File: config.mk
export PLATFORM = sky130hd
export DESIGN_NAME = sorted_expiry_timer_queue
export DESIGN_NICKNAME = d
export VERILOG_FILES = /design/src/rtl/core/setq_pkg.sv /design/src/rtl/core/setq_ram.sv /design/src/rtl/core/sorted_expiry_timer_queue.sv
export SDC_FILE = /design/constraint.sdc
export NUM_CORES = 2
export LEC_CHECK = 0
export BUFFER_PORTS_ARGS = -buffer_cell sky130_fd_sc_hd__buf_4
export CORE_ASPECT_RATIO = 0.6
export CORE_MARGIN = 4
export CORE_UTILIZATION = 56
export CTS_CLUSTER_DIAMETER = 100
export CTS_CLUSTER_SIZE = 14
export DETAILED_ROUTE_END_ITERATION = 10
export PLACE_DENSITY = 0.76
export SYNTH_ARGS = -nofsm -noshare
export SYNTH_HDL_FRONTEND = slang
export SYNTH_HIERARCHICAL = 1
export SYNTH_SLANG_ARGS = --single-unit
File: constraint.sdc
create_clock -name clk_i -period 6.43 [get_ports clk_i]
set_input_delay 1.286 -clock clk_i [delete_from_list [all_inputs] [get_ports clk_i]]
set_output_delay 1.286 -clock clk_i [all_outputs]
set_load 0.05 [all_outputs]
File: src/rtl/core/setq_pkg.sv
package setq_pkg;

  localparam int unsigned CAPACITY = 16;
  localparam int unsigned CntW     = $clog2(CAPACITY + 1);
  localparam int unsigned IdxW     = $clog2(CAPACITY);

  localparam int unsigned FuncW    = 2;
  localparam int unsigned IdW      = 16;
  localparam int unsigned ExpW     = 32;
  localparam int unsigned StatW    = 3;
  localparam int unsigned CntOutW  = 5;

  localparam logic [FuncW-1:0] FUNC_ADD    = 2'd0;
  localparam logic [FuncW-1:0] FUNC_ADJUST = 2'd1;
  localparam logic [FuncW-1:0] FUNC_DELETE = 2'd2;
  localparam logic [FuncW-1:0] FUNC_TICK   = 2'd3;

  localparam logic [StatW-1:0] ST_DONE     = 3'd0;
  localparam logic [StatW-1:0] ST_EXPIRED  = 3'd1;
  localparam logic [StatW-1:0] ST_FULL     = 3'd2;
  localparam logic [StatW-1:0] ST_NOTFOUND = 3'd3;
  localparam logic [StatW-1:0] ST_DUP      = 3'd4;

  typedef struct packed {
    logic [IdW-1:0]  id;
    logic [ExpW-1:0] expire;
  } entry_t;

  localparam int unsigned EntryW = $bits(entry_t);

endpackage

File: src/rtl/core/setq_ram.sv
module setq_ram #(
  parameter int unsigned Width = 8,
  parameter int unsigned Depth = 16
) (
  input  logic                     clk_i,
  input  logic                     we_i,
  input  logic [$clog2(Depth)-1:0] waddr_i,
  input  logic [Width-1:0]         wdata_i,
  input  logic                     re_i,
  input  logic [$clog2(Depth)-1:0] raddr_i,
  output logic [Width-1:0]         rdata_o
);

  logic [Width-1:0] mem_q [Depth];
  logic [Width-1:0] rdata_q;

  always_ff @(posedge clk_i) begin
    if (we_i) begin
      mem_q[waddr_i] <= wdata_i;
    end
    // hold read data until the next read
    if (re_i) begin
      rdata_q <= mem_q[raddr_i];
    end
  end

  assign rdata_o = rdata_q;

endmodule

File: src/rtl/core/sorted_expiry_timer_queue.sv
// Sorted timer queue holding up to CAPACITY timers (id and expiry) in one
// entry RAM, head first, ascending expiry as long as adjust only moves a
// timer later, equal expiries in arrival order. Items are taken one at a
// time; in_ready_o is high only while the block is idle, but a finished
// result may still wait at the output. The RAM read is registered, so each
// step over the RAM takes a read state and a second state: add, adjust and
// delete search the entries and then shift them, and tick reads each expired
// timer in turn and then compacts the rest with a shift. Expired results of a
// tick stall the walk when the output is not taken.
module sorted_expiry_timer_queue (
  input  logic                          clk_i,
  input  logic                          rst_ni,
  input  logic                          in_valid_i,
  output logic                          in_ready_o,
  input  logic [setq_pkg::FuncW-1:0]    func_i,
  input  logic [setq_pkg::IdW-1:0]      timer_id_i,
  input  logic [setq_pkg::ExpW-1:0]     expire_time_i,
  input  logic [setq_pkg::ExpW-1:0]     now_time_i,
  output logic                          out_valid_o,
  input  logic                          out_ready_i,
  output logic [setq_pkg::StatW-1:0]    status_o,
  output logic [setq_pkg::IdW-1:0]      out_id_o,
  output logic [setq_pkg::ExpW-1:0]     out_expire_o,
  output logic [setq_pkg::CntOutW-1:0]  active_count_o,
  output logic                          last_o
);
  import setq_pkg::*;

  localparam logic [3:0] S_IDLE  = 4'd0;
  localparam logic [3:0] S_RD    = 4'd1;
  localparam logic [3:0] S_EV    = 4'd2;
  localparam logic [3:0] S_FIN   = 4'd3;
  localparam logic [3:0] S_TRD   = 4'd4;
  localparam logic [3:0] S_TEV   = 4'd5;
  localparam logic [3:0] S_TEND  = 4'd6;
  localparam logic [3:0] S_CPRD  = 4'd7;
  localparam logic [3:0] S_CPWR  = 4'd8;
  localparam logic [3:0] S_CPEND = 4'd9;
  localparam logic [3:0] S_WR    = 4'd10;
  localparam logic [3:0] S_OUT   = 4'd11;

  localparam logic [CntW-1:0] CntOne = CntW'(1);
  localparam logic [CntW-1:0] CntCap = CntW'(CAPACITY);

  logic [3:0]       state_q, state_d;
  logic [FuncW-1:0] op_q, op_d;
  logic [IdW-1:0]   id_q, id_d;
  logic [ExpW-1:0]  ex_q, ex_d, now_q, now_d, fexp_q, fexp_d;
  logic [CntW-1:0]  count_q, count_d, idx_q, idx_d, pos_q, pos_d, p_q, p_d;
  logic [CntW-1:0]  src_q, src_d, n_q, n_d, off_q, off_d, wptr_q, wptr_d;
  logic             found_q, found_d, pfound_q, pfound_d, up_q, up_d;
  logic [StatW-1:0] rs_status_q, rs_status_d;
  logic [IdW-1:0]   rs_id_q, rs_id_d;
  logic [ExpW-1:0]  rs_exp_q, rs_exp_d;

  logic               ovalid_q, ovalid_d, olast_q, olast_d;
  logic [StatW-1:0]   ostat_q, ostat_d;
  logic [IdW-1:0]     oid_q, oid_d;
  logic [ExpW-1:0]    oexp_q, oexp_d;
  logic [CntOutW-1:0] ocnt_q, ocnt_d;

  logic            ram_we, ram_re;
  logic [IdxW-1:0] ram_waddr, ram_raddr;
  entry_t          ram_wdata, rd;
  logic [CntW-1:0] dst;
  logic            out_free;

  setq_ram #(
    .Width (EntryW),
    .Depth (CAPACITY)
  ) u_ram (
    .clk_i   (clk_i),
    .we_i    (ram_we),
    .waddr_i (ram_waddr),
    .wdata_i (ram_wdata),
    .re_i    (ram_re),
    .raddr_i (ram_raddr),
    .rdata_o (rd)
  );

  assign out_free = !ovalid_q || out_ready_i;
  assign dst      = up_q ? (src_q + CntOne) : (src_q - off_q);

  always_comb begin
    state_d = state_q;  op_d = op_q;  id_d = id_q;  ex_d = ex_q;  now_d = now_q;
    fexp_d = fexp_q;  count_d = count_q;  idx_d = idx_q;  pos_d = pos_q;
    p_d = p_q;  src_d = src_q;  n_d = n_q;  off_d = off_q;  wptr_d = wptr_q;
    found_d = found_q;  pfound_d = pfound_q;  up_d = up_q;
    rs_status_d = rs_status_q;  rs_id_d = rs_id_q;  rs_exp_d = rs_exp_q;
    ovalid_d = ovalid_q;  olast_d = olast_q;  ostat_d = ostat_q;
    oid_d = oid_q;  oexp_d = oexp_q;  ocnt_d = ocnt_q;
    ram_we = 1'b0;  ram_re = 1'b0;
    ram_waddr = wptr_q[IdxW-1:0];
    ram_raddr = idx_q[IdxW-1:0];
    ram_wdata = rd;

    if (ovalid_q && out_ready_i) begin
      ovalid_d = 1'b0;
    end

    case (state_q)
      S_IDLE: begin
        if (in_valid_i) begin
          op_d = func_i;  id_d = timer_id_i;  ex_d = expire_time_i;
          now_d = now_time_i;  idx_d = '0;  found_d = 1'b0;
          pfound_d = 1'b0;  p_d = '0;
          state_d = (func_i == FUNC_TICK) ? S_TRD : S_RD;
        end
      end
      S_RD: begin
        if (idx_q < count_q) begin
          ram_re = 1'b1;
          state_d = S_EV;
        end else begin
          state_d = S_FIN;
        end
      end
      S_EV: begin
        idx_d = idx_q + CntOne;
        state_d = S_RD;
        case (op_q)
          FUNC_ADD: begin
            if (rd.id == id_q) begin
              rs_status_d = ST_DUP;  rs_id_d = id_q;  rs_exp_d = rd.expire;
              state_d = S_OUT;
            end else if (!pfound_q && (ex_q < rd.expire)) begin
              pfound_d = 1'b1;  p_d = idx_q;
            end
          end
          FUNC_DELETE: begin
            if (rd.id == id_q) begin
              fexp_d = rd.expire;  src_d = idx_q + CntOne;
              n_d = count_q - idx_q - CntOne;  up_d = 1'b0;  off_d = CntOne;
              state_d = S_CPRD;
            end
          end
          FUNC_ADJUST: begin
            if (!found_q) begin
              if (rd.id == id_q) begin
                found_d = 1'b1;  pos_d = idx_q;
              end
            end else if (ex_q < rd.expire) begin
              if (idx_q == pos_q + CntOne) begin
                // new time stays below the successor: rewrite in place
                wptr_d = pos_q;
                state_d = S_WR;
              end else begin
                // shift the passed entries down and drop the timer behind them
                src_d = pos_q + CntOne;  n_d = idx_q - pos_q - CntOne;
                up_d = 1'b0;  off_d = CntOne;  wptr_d = idx_q - CntOne;
                state_d = S_CPRD;
              end
            end
          end
          default: state_d = S_IDLE;
        endcase
      end
      S_FIN: begin
        state_d = S_OUT;
        case (op_q)
          FUNC_ADD: begin
            if (count_q == CntCap) begin
              rs_status_d = ST_FULL;  rs_id_d = id_q;  rs_exp_d = ex_q;
            end else begin
              p_d = pfound_q ? p_q : count_q;
              src_d = count_q - CntOne;
              n_d = count_q - (pfound_q ? p_q : count_q);
              up_d = 1'b1;  off_d = CntOne;
              state_d = S_CPRD;
            end
          end
          FUNC_ADJUST: begin
            if (!found_q) begin
              rs_status_d = ST_NOTFOUND;  rs_id_d = id_q;  rs_exp_d = '0;
            end else if (pos_q + CntOne == count_q) begin
              wptr_d = pos_q;
              state_d = S_WR;
            end else begin
              src_d = pos_q + CntOne;  n_d = count_q - pos_q - CntOne;
              up_d = 1'b0;  off_d = CntOne;  wptr_d = count_q - CntOne;
              state_d = S_CPRD;
            end
          end
          default: begin
            rs_status_d = ST_NOTFOUND;  rs_id_d = id_q;  rs_exp_d = '0;
          end
        endcase
      end
      S_TRD: begin
        if (idx_q < count_q) begin
          ram_re = 1'b1;
          state_d = S_TEV;
        end else begin
          state_d = S_TEND;
        end
      end
      S_TEV: begin
        if (!(now_q < rd.expire)) begin
          // hold the entry until the output register frees up
          if (out_free) begin
            ovalid_d = 1'b1;  ostat_d = ST_EXPIRED;  oid_d = rd.id;
            oexp_d = rd.expire;  olast_d = 1'b0;
            ocnt_d = CntOutW'(count_q - idx_q - CntOne);
            idx_d = idx_q + CntOne;
            state_d = S_TRD;
          end
        end else begin
          state_d = S_TEND;
        end
      end
      S_TEND: begin
        src_d = idx_q;  n_d = count_q - idx_q;  off_d = idx_q;  up_d = 1'b0;
        state_d = S_CPRD;
      end
      S_CPRD: begin
        if (n_q == '0) begin
          state_d = S_CPEND;
        end else begin
          ram_re = 1'b1;
          ram_raddr = src_q[IdxW-1:0];
          state_d = S_CPWR;
        end
      end
      S_CPWR: begin
        ram_we = 1'b1;
        ram_waddr = dst[IdxW-1:0];
        ram_wdata = rd;
        src_d = up_q ? (src_q - CntOne) : (src_q + CntOne);
        n_d = n_q - CntOne;
        state_d = S_CPRD;
      end
      S_CPEND: begin
        state_d = S_OUT;
        case (op_q)
          FUNC_ADD: begin
            count_d = count_q + CntOne;  wptr_d = p_q;
            state_d = S_WR;
          end
          FUNC_ADJUST: state_d = S_WR;
          FUNC_DELETE: begin
            count_d = count_q - CntOne;
            rs_status_d = ST_DONE;  rs_id_d = id_q;  rs_exp_d = fexp_q;
          end
          default: begin
            count_d = count_q - off_q;
            rs_status_d = ST_DONE;  rs_id_d = '0;  rs_exp_d = '0;
          end
        endcase
      end
      S_WR: begin
        ram_we = 1'b1;
        ram_wdata.id = id_q;
        ram_wdata.expire = ex_q;
        rs_status_d = ST_DONE;  rs_id_d = id_q;  rs_exp_d = ex_q;
        state_d = S_OUT;
      end
      S_OUT: begin
        if (out_free) begin
          ovalid_d = 1'b1;  ostat_d = rs_status_q;  oid_d = rs_id_q;
          oexp_d = rs_exp_q;  olast_d = 1'b1;  ocnt_d = CntOutW'(count_q);
          state_d = S_IDLE;
        end
      end
      default: state_d = S_IDLE;
    endcase
  end

  always_ff @(posedge clk_i or negedge rst_ni) begin
    if (!rst_ni) begin
      state_q <= S_IDLE;
      count_q <= '0;
      ovalid_q <= 1'b0;
    end else begin
      state_q <= state_d;
      count_q <= count_d;
      ovalid_q <= ovalid_d;
    end
  end

  always_ff @(posedge clk_i) begin
    op_q <= op_d;  id_q <= id_d;  ex_q <= ex_d;  now_q <= now_d;
    fexp_q <= fexp_d;  idx_q <= idx_d;  pos_q <= pos_d;  p_q <= p_d;
    src_q <= src_d;  n_q <= n_d;  off_q <= off_d;  wptr_q <= wptr_d;
    found_q <= found_d;  pfound_q <= pfound_d;  up_q <= up_d;
    rs_status_q <= rs_status_d;  rs_id_q <= rs_id_d;  rs_exp_q <= rs_exp_d;
    olast_q <= olast_d;  ostat_q <= ostat_d;  oid_q <= oid_d;
    oexp_q <= oexp_d;  ocnt_q <= ocnt_d;
  end

  assign in_ready_o     = (state_q == S_IDLE);
  assign out_valid_o    = ovalid_q;
  assign status_o       = ostat_q;
  assign out_id_o       = oid_q;
  assign out_expire_o   = oexp_q;
  assign active_count_o = ocnt_q;
  assign last_o         = olast_q;

`ifndef ASSERT_OFF
  a_count_range: assert property (@(posedge clk_i) disable iff (!rst_ni)
    count_q <= CntCap) else $error("timer count above capacity");

  a_write_in_range: assert property (@(posedge clk_i) disable iff (!rst_ni)
    ram_we |-> (CntW'(ram_waddr) <= count_q))
    else $error("entry write beyond the held entries");

  a_expired_not_last: assert property (@(posedge clk_i) disable iff (!rst_ni)
    (ovalid_q && ostat_q == ST_EXPIRED) |-> !olast_q)
    else $error("expired result marked last");

  a_count_idle_stable: assert property (@(posedge clk_i) disable iff (!rst_ni)
    (state_q == S_IDLE) |=> (count_q == $past(count_q)))
    else $error("timer count changed while idle");
`endif

endmodule
======== Word-level counts from Yosys, hierarchy flattened ========
Memory sizes are Yosys's and may differ from the RTL's. A register that Yosys moved wholly into a read port is not among the register bits.
Index checks and enable logic that the tools add are counted.
cells by class
  equality and inequality tests ........... 47
  bitwise gates (word level) .............. 2
  order comparisons ....................... 3
  reductions and logical operators ........ 34
  $add $sub $neg .......................... 17
  mux-type cells .......................... 147
operators with widths
  operator               count
  $mux W32               7
  $pmux W32 S2           3
  $mux W5                34
  $pmux W32 S4           1
  $mux W16               7
  $pmux W16 S2           3
  $mux W4                23
  $pmux W5 S2            7
  $lt A32 B32 Y1         2
  $pmux W16 S4           1
  $pmux W5 S3            4
  $mux W48               1
  $pmux W4 S11           1
  $pmux W5 S4            2
  $ne A3 B3 Y1 const B   12
  $ne A2 B2 Y1 const B   17
  $mux W3                10
  $sub A5 B1 Y5 const B  6
  $mux W1                28
  $sub A5 B5 Y5          5
  $pmux W4 S3            2
  $add A5 B1 Y5 const B  4
  $reduce_and A10 Y1     2
  $eq A16 B16 Y1         1
  other kinds (34)       67
word-level totals
  memory bits (writable) .................. 768
  memories ................................ 1
  output and inout bits ................... 59
  register bits ........................... 269
  word-level logic and storage cells ...... 277
memories
  name         depth  bits a word  read ports  clocked after memory_dff  write ports  line            text
  u_ram.mem_q  16     48           1           1                         1            setq_ram.sv:14  logic [Width-1:0] mem_q [Depth];

======== Depth between registers and ports, before layout ========
  depth in word-level cells ............... 7
  depth in mapped cells ................... 15
  mapped depth without buffers ............ 14

======== By module ========
Netlist, hierarchy kept.
modules (own cells, without submodules)
  module                     area an instance (um^2)  instances  cells each
  setq_ram                   30171.4                  1          1242
  sorted_expiry_timer_queue  14490.1                  1          1286

======== Worst setup path before layout ========
No wires, ideal clock.
  path kind ............................... register to register
  from .................................... reg count_q[1]
  to ...................................... reg rs_exp_q[0] (enable)
  setup slack ............................. -0.467 ns
  data arrival time ....................... 6.311 ns
  setup time .............................. 0.586 ns
  buffers on the path ..................... 0
  stages on the path, launching flop included .. 8
  required time ........................... 5.844 ns
  clock period less this slack ............ 6.897 ns
  path through ............................ dfrtp_1 inv_1 ha_1 nor3b_1 nand2_1 nand2_1 a21oi_1 nor4_1
between the ends
  word-level cells in the longest chain between the ends .. 3
RTL lines
  what                                line                              text
  start: declaration                  sorted_expiry_timer_queue.sv:49   logic [CntW-1:0] count_q, count_d, idx_q, idx_d, pos_q, pos_d, p_q, p_d;
  start signal: assignment            sorted_expiry_timer_queue.sv:275  count_q <= count_d;
  $eq A5 B5 Y1                        sorted_expiry_timer_queue.sv:162  if (count_q == CntCap) begin
  $ne A3 B3 Y1 (no source line)       n/a
  $reduce_and A6 Y1 (no source line)  n/a
  end signal: assignment              sorted_expiry_timer_queue.sv:285  rs_status_q <= rs_status_d; rs_id_q <= rs_id_d; rs_exp_q <= rs_exp_d;
  end: declaration                    sorted_expiry_timer_queue.sv:54   logic [ExpW-1:0] rs_exp_q, rs_exp_d;
No other way between the ends.
A chain may end at the register's enable or synchronous reset.

======== Worst setup path after layout ========
  from .................................... reg state_q[1]
  to ...................................... reg u_ram.rdata_q[21] (netlist: u_ram/rdata_o[21]), read port of u_ram.mem_q, data pin
between the ends
  elaborated cells between the ends (all ways) .. 6
  those cells by class .................... eq/ne (3); mux (2); reduce/logical (1)
RTL lines
  what                      line                              text
  start: declaration        sorted_expiry_timer_queue.sv:45   logic [3:0] state_q, state_d;
  start signal: assignment  sorted_expiry_timer_queue.sv:274  state_q <= state_d;
  $eq A4 B3 Y1              sorted_expiry_timer_queue.sv:101  case (state_q)
  $mux W4                   sorted_expiry_timer_queue.sv:101
  named net ram_raddr[0]    sorted_expiry_timer_queue.sv:63   logic [IdxW-1:0] ram_waddr, ram_raddr;
  end: declaration          setq_ram.sv:15                    logic [Width-1:0] rdata_q;
The timed path passes the listed nets, and every way through them passes these cells.

==> flow_summary_export.csv <==
group,metric,value,unit
run_status,run_status,"finished, final reports clean",
worst_setup_path,setup.reg_to_reg.worst_slack,1.57,ns
yosys,synthesis.instances,2528,
worst_setup_path,cp-start-kind,"flip-flop",
yosys,synth.distinct_cells,73,
worst_setup_path,criticalPathCategory,"reg2reg",
clock_network,clock_tree_from_tritoncts,"built",
yosys,synthFlopType,"sky130_fd_sc_hd__edfxtp_1",
timing,timing.fmax,206,MHz
pwr,power_density_over_cell_area,471,nW/µm²
yosys,synthesized_nets,2719,
floorplanning,floorplan.rows,79,
worst_setup_path,end_kind,"flip-flop",
timing,timing.setup.tns,0,ns
yosys,syn_area,44700,µm²
timing,finalMaxSlewViolations,0,
drt,drt.antenna.violating_nets,0,
timing,layout_min_cycle_time,4.86,ns
placement,post-dp-hpwl,64300,µm
timing,rsz0062_at_grt,"no",
floorplanning,num_io_pins,145,
timing,worst_pin_slew,1.24,ns
yosys,synth-edff-count,1074,
clock_network,postCtsHoldBufs,0,
grt,grt_util_all_layers,27.0,%
drt,firstDrtPassIters,10,
drt,drt-vias-per-instance,6.56,
timing,finalHoldWorstSlack,0.434,ns
worst_setup_path,cp_max_fo,56,
clock_network,clock_path_buffers,3,
grt,grt_start_max_net_pins,137,
drt,wire_length_per_cell,29.9,µm
timing,setup_viol_count_final,0,
final_layout,n_antenna_cell,0,
clock_network,cts_resized,0,
floorplanning,initial_utilization,57.0,%
clock_network,post_cts_buffers,0,
grt,gr-total-overflow,0,
drt,drt_wl_total,113000,µm
drt,vias,24800,
worst_setup_path,arrival,5.26,ns
yosys,seq_area_frac_synth,72.8,%
floorplanning,design.die.area,84500,µm²
final_layout,syn2layout_area_growth,11.2,%
clock_network,worst_setup_hold_path_clk_slew,0.07,ns
pwr,static-leakage-power,16.7,nW
grt,grt_pass1_wl,165000,µm
final_layout,design.final.nets,2902,
placement,globalplace.congestion,0.923,
yosys,ys_seq_elements,1084,
floorplanning,die_w,373,µm
placement,count_of_input_and_output_buffers,144,
clock_network,numCtsBuffers,87,
flow_run,cap_violations,0,
worst_setup_path,required,6.84,ns
final_layout,layout-drive-gt1-share,20.8,%
grt,grt_antenna_before_repair,0,
drt,drc,0,
floorplanning,core_area,78300,µm²
timing,layout_worst_path_cycle_share,75.5,%
yosys,post_synth.cell_area_avg,17.7,µm²
timing,clock_skews,0.0312,ns
yosys,synth_warnings,6,
clock_network,clk-insertion-delay-late,0.68,ns
clock_network,clockRootBuffer,"sky130_fd_sc_hd__clkbuf_16",
floorplanning,die_height,227,µm
grt,via_count_of_the_first_global_routing_pass,25000,
yosys,ys_async_sr_fraction,0.923,%
worst_hold_path,worst_hold_path_type,"in2async",
timing,hold_violations,0,
clock_network,clock_sink_total,1084,
drt,detailedRoute.firstIterationViolations,3517,
clock_network,cts_max_level,3,
pwr,worst_ir_drop_vdd,633,µV
timing,slew-limit-headroom,17.0,%
[critical path, cell delays in order, from the launching register on]
cell                      delay [ns]
sky130_fd_sc_hd__dfrtp_1        0.93
sky130_fd_sc_hd__nand2_1        0.21
sky130_fd_sc_hd__nor3b_1        1.05
sky130_fd_sc_hd__nand2_1        0.24
sky130_fd_sc_hd__o21ai_4        0.23
sky130_fd_sc_hd__buf_4          0.92
sky130_fd_sc_hd__mux4_2         0.63
sky130_fd_sc_hd__a22oi_1        0.25
sky130_fd_sc_hd__nand2_1        0.09
[final cells by class]
class / instances / area (µm²)
tap: 1053 / 1320
clock inverter: 6 / 93.8
multi-input combinational: 1217 / 11400
timing repair buffer: 214 / 1720
fill: 5285 / 28600
inverter: 107 / 403
sequential: 1084 / 32500
clock buffer: 94 / 2220
[placed cells by master, fill, tap and decap left out, types with 16 or more instances in the layout]
cell | Yosys | routed
sky130_fd_sc_hd__edfxtp_1 | 1074 | 1074
sky130_fd_sc_hd__nand2_1 | 229 | 228
sky130_fd_sc_hd__buf_4 | 18 | 205
sky130_fd_sc_hd__mux4_2 | 192 | 192
sky130_fd_sc_hd__o21ai_0 | 114 | 108
sky130_fd_sc_hd__inv_1 | 104 | 104
sky130_fd_sc_hd__a22oi_1 | 99 | 99
sky130_fd_sc_hd__ha_1 | 99 | 99
sky130_fd_sc_hd__clkbuf_16 | 0 | 88
sky130_fd_sc_hd__a21oi_1 | 62 | 62
sky130_fd_sc_hd__nor2_1 | 74 | 59
sky130_fd_sc_hd__xnor2_1 | 42 | 42
sky130_fd_sc_hd__a222oi_1 | 32 | 32
sky130_fd_sc_hd__nor2b_1 | 25 | 23
sky130_fd_sc_hd__xor2_1 | 22 | 22
sky130_fd_sc_hd__nand3_1 | 20 | 20
sky130_fd_sc_hd__mux2_2 | 17 | 17
sky130_fd_sc_hd__a21o_1 | 16 | 16
[cells by family after synthesis]
logic type      after synthesis  share of synthesized area (%)
buf+inv                     227                           2.12
mux                         219                           10.3
compound gates              398                           5.98
fa+ha+maj                   105                           3.04
flops                      1084                           72.8
simple gates                429                           4.40
xor+xnor                     66                           1.35
[final timing paths]
check | from | end | cells after the start
worst max register to register | state_q[1] | u_ram/rdata_o[21] | 8
worst min register to register | u_ram/rdata_o[9] | fexp_q[9] | 0
min in group clk_i | u_ram/rdata_o[9] | fexp_q[9] | 0
worst min-delay path | rst_ni | count_q[1] | 1
worst max-delay path | state_q[1] | u_ram/rdata_o[21] | 8
max in group asynchronous | rst_ni | state_q[2] | 1
[registers in the layout, indices dropped and copies added, names as in the netlist, 3 cells and up]
name / cells
u_ram/mem_q: 768
out_id_o: 16
wptr_q: 4
idx_q: 5
ex_q: 32
id_q: 16
rs_status_q: 3
rs_id_q: 16
out_expire_o: 32
src_q: 4
p_q: 5
fexp_q: 32
n_q: 5
u_ram/rdata_o: 48
off_q: 5
status_o: 3
now_q: 32
pos_q: 5
count_q: 5
rs_exp_q: 32
state_q: 4
active_count_o: 5
[synth_stat cells, types with 6 or more instances]
cell type	number	area, µm²
sky130_fd_sc_hd__buf_1	17	63.8
sky130_fd_sc_hd__nor3_1	16	80.1
sky130_fd_sc_hd__a222oi_1	32	320
sky130_fd_sc_hd__inv_1	104	390
sky130_fd_sc_hd__nor2_1	74	278
sky130_fd_sc_hd__nand2_1	229	860
sky130_fd_sc_hd__xor2_1	22	193
sky130_fd_sc_hd__nor2b_1	25	156
sky130_fd_sc_hd__o21ai_0	114	571
sky130_fd_sc_hd__nand2b_1	9	56.3
sky130_fd_sc_hd__clkbuf_1	65	244
sky130_fd_sc_hd__a21oi_1	62	310
sky130_fd_sc_hd__nand3_1	20	100
sky130_fd_sc_hd__buf_2	20	100
sky130_fd_sc_hd__mux4_2	192	4320
sky130_fd_sc_hd__nand4_1	12	75.1
sky130_fd_sc_hd__mux2i_1	10	100
sky130_fd_sc_hd__nor3b_1	6	45.0
sky130_fd_sc_hd__o22ai_1	14	87.6
sky130_fd_sc_hd__xnor2_1	42	368
sky130_fd_sc_hd__edfxtp_1	1074	32300
sky130_fd_sc_hd__dfrtp_1	10	250
sky130_fd_sc_hd__o211ai_1	7	52.6
sky130_fd_sc_hd__mux2_2	17	191
sky130_fd_sc_hd__a21o_1	16	120
sky130_fd_sc_hd__ha_1	99	1240
sky130_fd_sc_hd__fa_1	6	120
sky130_fd_sc_hd__a22oi_1	99	743
sky130_fd_sc_hd__buf_4	18	135
sky130_fd_sc_hd__a211oi_1	9	67.6
[per-stage QoR]
stage	cells	setup WS (ns)	util [%]	total power, mW	area (µm²)
2_1_floorplan	2528	0.526	-	16.0	44700
3_3_place_gp	3675	1.82	60.5	18.3	47400
3_5_place_dp	3675	1.56	60.5	18.6	47400
4_1_cts	3775	1.56	63.4	23.4	49700
5_1_grt	3775	1.21	63.4	24.5	49700
6_report	3775	1.57	63.4	23.4	49700
[power breakdown]
group,internal (mW),switching (mW),leakage (nW)
Clock,2.45,2.34,1.14
Sequential,9.63,0.583,9.85
Combinational,3.17,5.23,5.68
[layer usage]
| metal | routed length (µm) | part of all wire [%] | global-route usage [%] |
|---|---|---|---|
| met1 | 44700 | 40 | 40.1 |
| met2 | 51200 | 45 | 39.8 |
| met3 | 13900 | 12 | 7.00 |
| met4 | 2930 | 2.6 | 8.25 |
| met5 | 186 | 0.16 | 1.58 |
(Power assumes the default switching activity.)
